<file path="config.mk">
export PLATFORM = sky130hd
export DESIGN_NAME = checksummed_frame_receiver
export DESIGN_NICKNAME = d
export VERILOG_FILES = /design/src/rtl/cfr_pkg.sv /design/src/rtl/cfr_cell.sv /design/src/rtl/cfr_ctrl.sv /design/src/rtl/checksummed_frame_receiver.sv
export SDC_FILE = /design/constraint.sdc
export NUM_CORES = 1
export LEC_CHECK = 0
export BUFFER_PORTS_ARGS = -buffer_cell sky130_fd_sc_hd__buf_2
export CAP_MARGIN = 30
export CORE_ASPECT_RATIO = 0.75
export CORE_MARGIN = 1.5
export CORE_UTILIZATION = 25
export CTS_CLUSTER_SIZE = 40
export DETAILED_ROUTE_END_ITERATION = 16
export GPL_TIMING_DRIVEN = 0
export PLACE_DENSITY = 0.46
export SKIP_CTS_REPAIR_TIMING = 1
export SLEW_MARGIN = 10
export SYNTH_ARGS = -nofsm -noshare
export SYNTH_HDL_FRONTEND = slang
export SYNTH_SLANG_ARGS = --single-unit
</file>
<file path="constraint.sdc">
create_clock -name clk -period 4.1 [get_ports clk]
set_input_delay 0.82 -clock clk [delete_from_list [all_inputs] [get_ports clk]]
set_output_delay 0.82 -clock clk [all_outputs]
set_load 0.03 [all_outputs]
</file>
<file path="src/rtl/cfr_pkg.sv">
// cfr_pkg: shared types and constants of the checksummed frame receiver
// used by cfr_ctrl and checksummed_frame_receiver; no dependencies
package cfr_pkg;

	// default payload length of one frame
	localparam int FRAME_DATA_LEN_DEF = 11;

	// register reset values
	localparam logic [7:0] HEADER_RST = 8'hA5;
	localparam logic [7:0] TAIL_RST   = 8'h5A;

	// configuration register indexes
	localparam logic CFG_HEADER = 1'b0;
	localparam logic CFG_TAIL   = 1'b1;

	// parser phases, plus the phase that drains a good frame
	typedef enum logic [2:0] {
		PH_WAIT,
		PH_DATA,
		PH_SUM,
		PH_TAIL,
		PH_EMIT
	} phase_t;

	// control from the sequencer to the cell chain and the ports
	typedef struct packed {
		logic in_ready;
		logic out_valid;
		logic shift;
		logic last_byte;
	} ctrl_t;

endpackage

</file>
<file path="src/rtl/cfr_cell.sv">
// cfr_cell: one byte cell of the payload chain
// takes its neighbor's byte on every shift; no package needed
module cfr_cell (
	input  logic       clk,
	input  logic       shift,
	input  logic [7:0] d,
	output logic [7:0] q
);

	logic [7:0] byte_q;

	// payload storage, no reset needed
	always_ff @(posedge clk) begin
		if (shift) begin
			byte_q <= d;
		end
	end

	assign q = byte_q;

endmodule

</file>
<file path="src/rtl/cfr_ctrl.sv">
// cfr_ctrl: frame parsing sequencer with running checksum and byte counter
// depends on cfr_pkg for phase_t and ctrl_t
module cfr_ctrl #(
	parameter int FRAME_DATA_LEN = cfr_pkg::FRAME_DATA_LEN_DEF,
	localparam int IDX_W = (FRAME_DATA_LEN > 1) ? $clog2(FRAME_DATA_LEN) : 1
) (
	input  logic               clk,
	input  logic               arst_n,
	input  logic               in_valid,
	input  logic [7:0]         rx_byte,
	input  logic               out_ready,
	input  logic [7:0]         header_value,
	input  logic [7:0]         tail_value,
	output cfr_pkg::ctrl_t     ctrl,
	output logic [IDX_W-1:0]   idx
);

	localparam logic [IDX_W-1:0] LAST_IDX = IDX_W'(FRAME_DATA_LEN - 1);

	cfr_pkg::phase_t phase_q, phase_d;
	logic [IDX_W-1:0] cnt_q;
	logic [7:0]       sum_q;
	logic             chk_ok_q;
	logic             in_acc;
	logic             out_acc;
	logic             cnt_last;

	assign in_acc   = in_valid & ctrl.in_ready;
	assign out_acc  = ctrl.out_valid & out_ready;
	assign cnt_last = (cnt_q == LAST_IDX);

	// next phase
	always_comb begin
		phase_d = phase_q;
		unique case (phase_q)
			cfr_pkg::PH_WAIT: begin
				if (in_acc && rx_byte == header_value) phase_d = cfr_pkg::PH_DATA;
			end
			cfr_pkg::PH_DATA: begin
				if (in_acc && cnt_last) phase_d = cfr_pkg::PH_SUM;
			end
			cfr_pkg::PH_SUM: begin
				if (in_acc) phase_d = cfr_pkg::PH_TAIL;
			end
			cfr_pkg::PH_TAIL: begin
				if (in_acc) begin
					phase_d = (rx_byte == tail_value && chk_ok_q) ?
						cfr_pkg::PH_EMIT : cfr_pkg::PH_WAIT;
				end
			end
			cfr_pkg::PH_EMIT: begin
				if (out_acc && cnt_last) phase_d = cfr_pkg::PH_WAIT;
			end
			default: phase_d = cfr_pkg::PH_WAIT;
		endcase
	end

	// outputs of the sequencer
	always_comb begin
		ctrl = '0;
		unique case (phase_q)
			cfr_pkg::PH_WAIT: begin
				ctrl.in_ready = 1'b1;
			end
			cfr_pkg::PH_SUM: begin
				ctrl.in_ready = 1'b1;
			end
			cfr_pkg::PH_TAIL: begin
				ctrl.in_ready = 1'b1;
			end
			cfr_pkg::PH_DATA: begin
				ctrl.in_ready = 1'b1;
				ctrl.shift    = in_valid;
			end
			cfr_pkg::PH_EMIT: begin
				ctrl.out_valid = 1'b1;
				ctrl.shift     = out_ready;
				ctrl.last_byte = cnt_last;
			end
			default: ctrl = '0;
		endcase
	end

	// phase register
	always_ff @(posedge clk or negedge arst_n) begin
		if (!arst_n) begin
			phase_q <= cfr_pkg::PH_WAIT;
		end else begin
			phase_q <= phase_d;
		end
	end

	// byte counter, running payload sum and checksum match
	always_ff @(posedge clk or negedge arst_n) begin
		if (!arst_n) begin
			cnt_q    <= '0;
			sum_q    <= '0;
			chk_ok_q <= 1'b0;
		end else begin
			case (phase_q)
				cfr_pkg::PH_WAIT: begin
					if (in_acc && rx_byte == header_value) begin
						cnt_q <= '0;
						sum_q <= '0;
					end
				end
				cfr_pkg::PH_DATA: begin
					if (in_acc) begin
						cnt_q <= cnt_last ? '0 : cnt_q + 1'b1;
						sum_q <= sum_q + rx_byte;
					end
				end
				cfr_pkg::PH_SUM: begin
					if (in_acc) chk_ok_q <= (rx_byte == sum_q);
				end
				cfr_pkg::PH_EMIT: begin
					if (out_acc) cnt_q <= cnt_last ? '0 : cnt_q + 1'b1;
				end
				default: ;
			endcase
		end
	end

	assign idx = cnt_q;

endmodule

</file>
<file path="src/rtl/checksummed_frame_receiver.sv">
// checksummed_frame_receiver: header, payload, checksum, tail frame parser
// one input byte per cycle; a good frame drains FRAME_DATA_LEN results, one a cycle
// while out_ready; the first is valid the cycle after the tail byte is accepted
// input is stalled while the payload chain drains (FRAME_DATA_LEN transactions out)
// arst_n clears the phase, counter and sum and restores header 0xA5 and tail 0x5A
// depends on cfr_pkg, cfr_ctrl and cfr_cell
module checksummed_frame_receiver #(
	parameter int FRAME_DATA_LEN = cfr_pkg::FRAME_DATA_LEN_DEF
) (
	input  logic       clk,
	input  logic       arst_n,
	input  logic       cfg_we,
	input  logic       cfg_index,
	input  logic [7:0] cfg_data,
	input  logic       in_valid,
	output logic       in_ready,
	input  logic [7:0] rx_byte,
	output logic       out_valid,
	input  logic       out_ready,
	output logic [7:0] data_byte,
	output logic [3:0] byte_index,
	output logic       last_byte
);

	localparam int IDX_W = (FRAME_DATA_LEN > 1) ? $clog2(FRAME_DATA_LEN) : 1;

	logic [7:0]       header_q;
	logic [7:0]       tail_q;
	cfr_pkg::ctrl_t   ctrl;
	logic [IDX_W-1:0] idx;
	logic [IDX_W+3:0] idx_ext;
	logic [7:0]       chain [FRAME_DATA_LEN];

	// configuration registers
	always_ff @(posedge clk or negedge arst_n) begin
		if (!arst_n) begin
			header_q <= cfr_pkg::HEADER_RST;
			tail_q   <= cfr_pkg::TAIL_RST;
		end else if (cfg_we) begin
			unique case (cfg_index)
				cfr_pkg::CFG_HEADER: header_q <= cfg_data;
				cfr_pkg::CFG_TAIL:   tail_q   <= cfg_data;
				default: ;
			endcase
		end
	end

	// sequencer
	cfr_ctrl #(
		.FRAME_DATA_LEN(FRAME_DATA_LEN)
	) u_ctrl (
		.clk         (clk),
		.arst_n      (arst_n),
		.in_valid    (in_valid),
		.rx_byte     (rx_byte),
		.out_ready   (out_ready),
		.header_value(header_q),
		.tail_value  (tail_q),
		.ctrl        (ctrl),
		.idx         (idx)
	);

	// payload chain: bytes enter at cell zero, the oldest sits at the far end
	for (genvar k = 0; k < FRAME_DATA_LEN; k++) begin : g_cell
		if (k == 0) begin : g_head
			cfr_cell u_cell (
				.clk  (clk),
				.shift(ctrl.shift),
				.d    (rx_byte),
				.q    (chain[k])
			);
		end else begin : g_body
			cfr_cell u_cell (
				.clk  (clk),
				.shift(ctrl.shift),
				.d    (chain[k-1]),
				.q    (chain[k])
			);
		end
	end

	// output transaction fields
	assign idx_ext    = {4'b0000, idx};
	assign in_ready   = ctrl.in_ready;
	assign out_valid  = ctrl.out_valid;
	assign data_byte  = chain[FRAME_DATA_LEN-1];
	assign byte_index = idx_ext[3:0];
	assign last_byte  = ctrl.last_byte;

endmodule
</file>
==> flow_summary.ini, run 1 <==
[run_status]
status = finished, final reports clean

[pwr]
clockPowerShare = 0.363
leakage_nw = 2.17
vdd.ir_drop.worst_mv = 0.318
switching_power_mw = 1.22
p_seq_frac = 0.433
p_int_mw = 2.75
swShare = 0.308
power.density_nw_per_um2 = 681
combPwrFrac = 0.203

[drt]
first_pass_iters = 4
antenna_left = 0
drc_errors = 0
drt-initial-drc-count = 139
vias_per_cell = 4.08
vias = 2447
routedWlPerCell_um = 13.1
wirelength_um = 7840

[setup_path]
crit_type = reg -> out
cp.arrival_ps = 1720
end_kind = output port
crit_required_ps = 3280
cp-start-kind = register
worstRegToRegCells = 8
rrSetupSlack_ps = 1900
critical_path_peak_fanout = 10
r2r_end = u_ctrl.phase_q[0]$_DFFE_PN0P_
r2r-start = u_ctrl.idx[0]$_DFFE_PN0P_

[timing]
finClkSkew_ps = 14.9
slew_violations = 0
timing.final.crit_share = 0.620
tns_ps = 0
setup_violations = 0
layout_setup_ws_ps = 1560
relSlewSlack = 0.494
max_freq_mhz = 393
tightest_slew_ps = 759
hold_viol_final = 0
rsz0062_at_grt = no
period_minus_slack_ps = 2540

[clock_tree]
cts_buffers = 17
cts_buffer_depth = 2
ctsHtreeMaxLevel = 4
insertion_delay_ps = 420
numClockSinks = 120
cts_root_buffer = clkbuf_16
cts_tree = built
clkSlewWorstSetupHoldPaths_ps = 70

[synthesis]
synth_top_area_cell = edfxtp_1
synth_seq_cells = 120
syn_inst = 284
yosysMostFrequentCell = edfxtp_1
synth.avg_cell_area_um2 = 16.7
ys_async_sr_fraction = 0.267
synthTopCellsByArea = edfxtp_1 (56%), dfrtp_1 (13%), dfstp_2 (4.4%)
synth_area_um2 = 4730
synth_common_cells = edfxtp_1 (88), dfrtp_1 (24), mux2_2 (16)
synth_edf_count = 88
synth.distinct_cells = 47
yosysWarningCount = 0
synth.top_cell.area_share = 0.558
synth_seq_area_share = 0.730
synthFlopType = edfxtp_1
syn_nets = 316

[global_route]
antenna_found_initial = 0
grt_max_degree = 54
grt_pass1_vias = 2412
grt_pass1_wl_um = 12600
grt_util_all_layers = 0.0870
overflow = 0

[min_path]
min_to = g_cell[6].g_body.u_cell.q[7]$_DFFE_PP_
holdPathStages = 0
hold_path_startpoint = g_cell[5].g_body.u_cell.q[7]$_DFFE_PP_
worstHoldPathType = reg -> reg

[die]
core_region_area_um2 = 18500
die_w_um = 162
boundaryPins = 37
fp-row-count = 43
die_h_um = 122
start_util = 0.256
die-area_um2 = 19800

[finish]
nNetsFinal = 372
areaGrowthSynthToFinish_pct = 23.3
drive_gt1_frac = 0.317
finish.utilization = 0.315
stdcell_area_um2 = 5830
diodes = 0

[flow_run]
cap_violations = 0

[placement]
port-buffer-count = 36
dp_hpwl_um = 4920
place_area_um2 = 5260
pre_cts_slack_ps = 1230
gp_congestion = 0.804
flip-flops by register name, summed over array words and instances, names as in the netlist:
register and flops:
u_ctrl.sum_q 8, u_ctrl.idx 4, u_ctrl.phase_q 3, header_q 8
g_cell.g_head.u_cell.q 8, tail_q 8, u_ctrl.chk_ok_q 1, g_cell.g_body.u_cell.q 80
worst max path at each step:
stage / start / to / cells past startpoint
floorplan: u_ctrl.phase_q[1]$_DFFE_PN0P_ / g_cell[0].g_head.u_cell.q[0]$_DFFE_PP_ / 3
global placement: in_valid / g_cell[10].g_body.u_cell.q[4]$_DFFE_PP_ / 4
detailed placement: rx_byte[7] / u_ctrl.sum_q[5]$_DFFE_PN0P_ / 7
CTS: u_ctrl.phase_q[1]$_DFFE_PN0P_ / last_byte / 4
global route: u_ctrl.phase_q[1]$_DFFE_PN0P_ / last_byte / 4
finish: u_ctrl.phase_q[1]$_DFFE_PN0P_ / last_byte / 4
cell type report:
cell class	instances	area (um2)
Timing Repair Buffer	37	208
Tap cell	247	309
Inverter	6	22.5
Buffer	17	106
Fill cell	1837	12700
Multi-Input combinational cell	141	1160
Clock inverter	15	151
Sequential cell	120	3450
Clock buffer	17	425
metal layers:
layer / part of all wire / vias to the layer above / GRT usage / wire length (um)
met5: 0 / - / 0 / 0
met4: 0.019 / 0 / 0.0522 / 152
met3: 0.060 / 14 / 0.0347 / 473
met2: 0.43 / 64 / 0.117 / 3340
met1: 0.49 / 1192 / 0.117 / 3880
li1: - / 1177 / - / -
power groups by stage:
| stage | logic (mW) | registers (mW) | clock network (mW) |
|---|---|---|---|
| 2_1_floorplan | 0.579 | 1.76 | 0 |
| 3_3_place_gp | 0.769 | 1.76 | 0 |
| 3_5_place_dp | 0.811 | 1.75 | 0 |
| 4_1_cts | 0.814 | 1.72 | 1.48 |
| 5_1_grt | 0.896 | 1.75 | 1.54 |
| 6_report | 0.808 | 1.72 | 1.44 |
worst max-delay path, cell delays in order (launching register included):
cell and delay (ps):
dfrtp_1 400, clkbuf_1 240, nor2_1 280, and3_1 190
buf_2 200
metrics by stage:
step | hold WS [ps] | std cells | power [mW]
finish | 412 | 600 | 3.97
global route | 415 | 600 | 4.18
CTS | 414 | 600 | 4.02
detailed placement | 405 | 568 | 2.56
global placement | 400 | 567 | 2.53
floorplan | 400 | 284 | 2.34
cells in the final DEF (no fill, tap or decap), types with 2 or more instances in the layout:
cell type and count:
nand3_1 3, o221ai_1 2, xor2_1 14, edfxtp_1 88, buf_4 9, or3_1 3
a21o_1 2, nand2_1 9, nor2_1 11, clkbuf_1 6, clkinvlp_4 2, dfstp_2 8
o21a_1 2, nand4_1 4, mux2_2 16, buf_2 37, inv_6 7, clkbuf_16 17
o21ai_0 5, ha_1 9, clkinv_8 2, dfrtp_1 24, nor2b_1 2, a21oi_1 6
nor3_1 6, mux2_1 5, a22o_1 3, inv_8 3, and3_1 4, nor4_4 2
nor4_1 3, o31ai_1 3, xnor2_1 7, o311ai_0 2, inv_1 6, nand2b_1 2
cells by family (layout without fill, tap and decap cells):
group,Yosys count,after routing,synth area share
AOI/OAI and AO/OA,31,31,0.0484
xor gates and xnor gates,22,22,0.0423
adders and majority gates,10,10,0.0280
buffers and inverters,23,92,0.0272
DFF,120,120,0.730
muxes,22,22,0.0521
and+or+nand+nor,56,56,0.0722
Note: power is estimated with default switching activity, not from simulation.
==> inputs of run 2 (changes only) <==
==> constraint.sdc (replaced) <==
create_clock -name clk -period 2.55 [get_ports clk]
set_input_delay 0.51 -clock clk [delete_from_list [all_inputs] [get_ports clk]]
set_output_delay 0.51 -clock clk [all_outputs]
set_load 0.03 [all_outputs]
==> flow_summary.ini, run 2 (same netlist as run 1, synthesis figures left out) <==
[run_status]
status = finished, final reports clean

[timing]
max_freq_mhz = 446
setup_violations = 0
finClkSkew_ps = 9.50
hold_viol_final = 0
period_minus_slack_ps = 2240
slew_violations = 0
rsz0062_at_grt = no
timing.final.crit_share = 0.878
tns_ps = 0
hold_ws_ps = 169
layout_setup_ws_ps = 310
relSlewSlack = 0.496
tightest_slew_ps = 756

[placement]
port-buffer-count = 36
pre_cts_slack_ps = 22.1
dp_hpwl_um = 4890
gp_congestion = 0.816

[setup_path]
end_kind = register
cp-start-kind = register
worstRegToRegCells = 8
crit_path_start = u_ctrl.idx[0]$_DFFE_PN0P_
crit_type = reg -> reg
r2r_end = u_ctrl.phase_q[0]$_DFFE_PN0P_
cp.arrival_ps = 2530
crit_required_ps = 2840
r2r-start = u_ctrl.idx[0]$_DFFE_PN0P_
rrSetupSlack_ps = 310
critical_path_peak_fanout = 8

[finish]
diodes = 0
drive_gt1_frac = 0.317
areaGrowthSynthToFinish_pct = 22.7
layout_commonest_cell = edfxtp_1
largest_reg_flops = 80
nNetsFinal = 372
finish.utilization = 0.314
final_cell_mix = edfxtp_1 (88), buf_2 (37), dfrtp_1 (24)

[clock_tree]
insertion_delay_ps = 400
cts_buffer_depth = 2
cts_buffers = 17
clkSlewWorstSetupHoldPaths_ps = 60
numClockSinks = 120
cts_tree = built
cts_root_buffer = clkbuf_16
ctsHtreeMaxLevel = 4

[pwr]
vdd.ir_drop.worst_mv = 0.449
p_total_mw = 6.25
leakage_nw = 2.15
power.density_nw_per_um2 = 1080

[die]
die_h_um = 122
fp-row-count = 43
die-area_um2 = 19800
boundaryPins = 37
start_util = 0.256
die_w_um = 162
core_region_area_um2 = 18500

[drt]
wl_met1_um = 3830
routedWlPerCell_um = 12.8
drt-initial-drc-count = 140
wirelength_um = 7680
first_pass_iters = 4
route.met3.wl_um = 316
antenna_left = 0
top_layer_used = met4
vias_per_cell = 4.03
met2_length_um = 3410
vias = 2418
drc_errors = 0

[min_path]
worstHoldPathType = in -> async

[global_route]
grt_max_degree = 66
antenna_found_initial = 0
grt_pass1_vias = 2374
overflow = 0
grt_pass1_wl_um = 12500
grt_util_all_layers = 0.0848

[flow_run]
cap_violations = 0
==> run 2: changes by cell type in the layout (fill, tap and decap cells not counted) <==
cell,previous run,this run
clkinv_2,0,1
nor3_2,0,1
clkinvlp_4,2,4
clkinv_8,2,0
inv_6,7,4
nor3_1,6,5
inv_8,3,1
clkinv_4,1,4
clkinv_1,0,1
==> run 2: stage by stage <==
stage	cells	cell area, um2
after floorplan	284	4740
after global placement	567	5230
after detailed placement	568	5260
after CTS	600	5810
after global routing	600	5810
final	600	5810
==> run 2: final cells by class <==
cell class | count | area (um2)
fill | 1885 | 12700
sequential | 120 | 3450
multi-input combinational | 141 | 1160
clock buffer | 17 | 425
tap | 247 | 309
timing repair buffer | 37 | 208
clock inverter | 15 | 120
buffer | 17 | 106
inverter | 6 | 22.5
==> run 2: where the power goes <==
| part | internal, mW | switching, mW |
|---|---|---|
| combinational | 0.500 | 0.800 |
| sequential | 2.62 | 0.145 |
| clock | 1.26 | 0.921 |
==> run 2: worst max path at each step <==
| stage | to | slack [ps] |
|---|---|---|
| 3_3_place_gp | u_ctrl.sum_q[3]$_DFFE_PN0P_ | 30 |
| 3_5_place_dp | u_ctrl.sum_q[3]$_DFFE_PN0P_ | 20 |
| 2_1_floorplan | g_cell[0].g_head.u_cell.q[0]$_DFFE_PP_ | 310 |
| 6_report | u_ctrl.phase_q[0]$_DFFE_PN0P_ | 310 |
| 5_1_grt | u_ctrl.phase_q[0]$_DFFE_PN0P_ | 190 |
| 4_1_cts | u_ctrl.sum_q[5]$_DFFE_PN0P_ | 340 |
==> run 2: metal layers <==
| metal | vias up | global-route usage |
|---|---|---|
| met1 | 1174 | 0.114 |
| li1 | 1177 | - |
| met5 | - | 0 |
| met3 | 11 | 0.0272 |
| met4 | 0 | 0.0442 |
| met2 | 56 | 0.122 |
==> run 2: worst max-delay path, stage by stage, from the launching register on <==
cell      delay [ps]
dfrtp_1          450
inv_1             70
ha_1             200
and3b_1          180
or3_1            340
clkbuf_1         190
o311ai_0         190
nor2_1           160
mux2_1           340
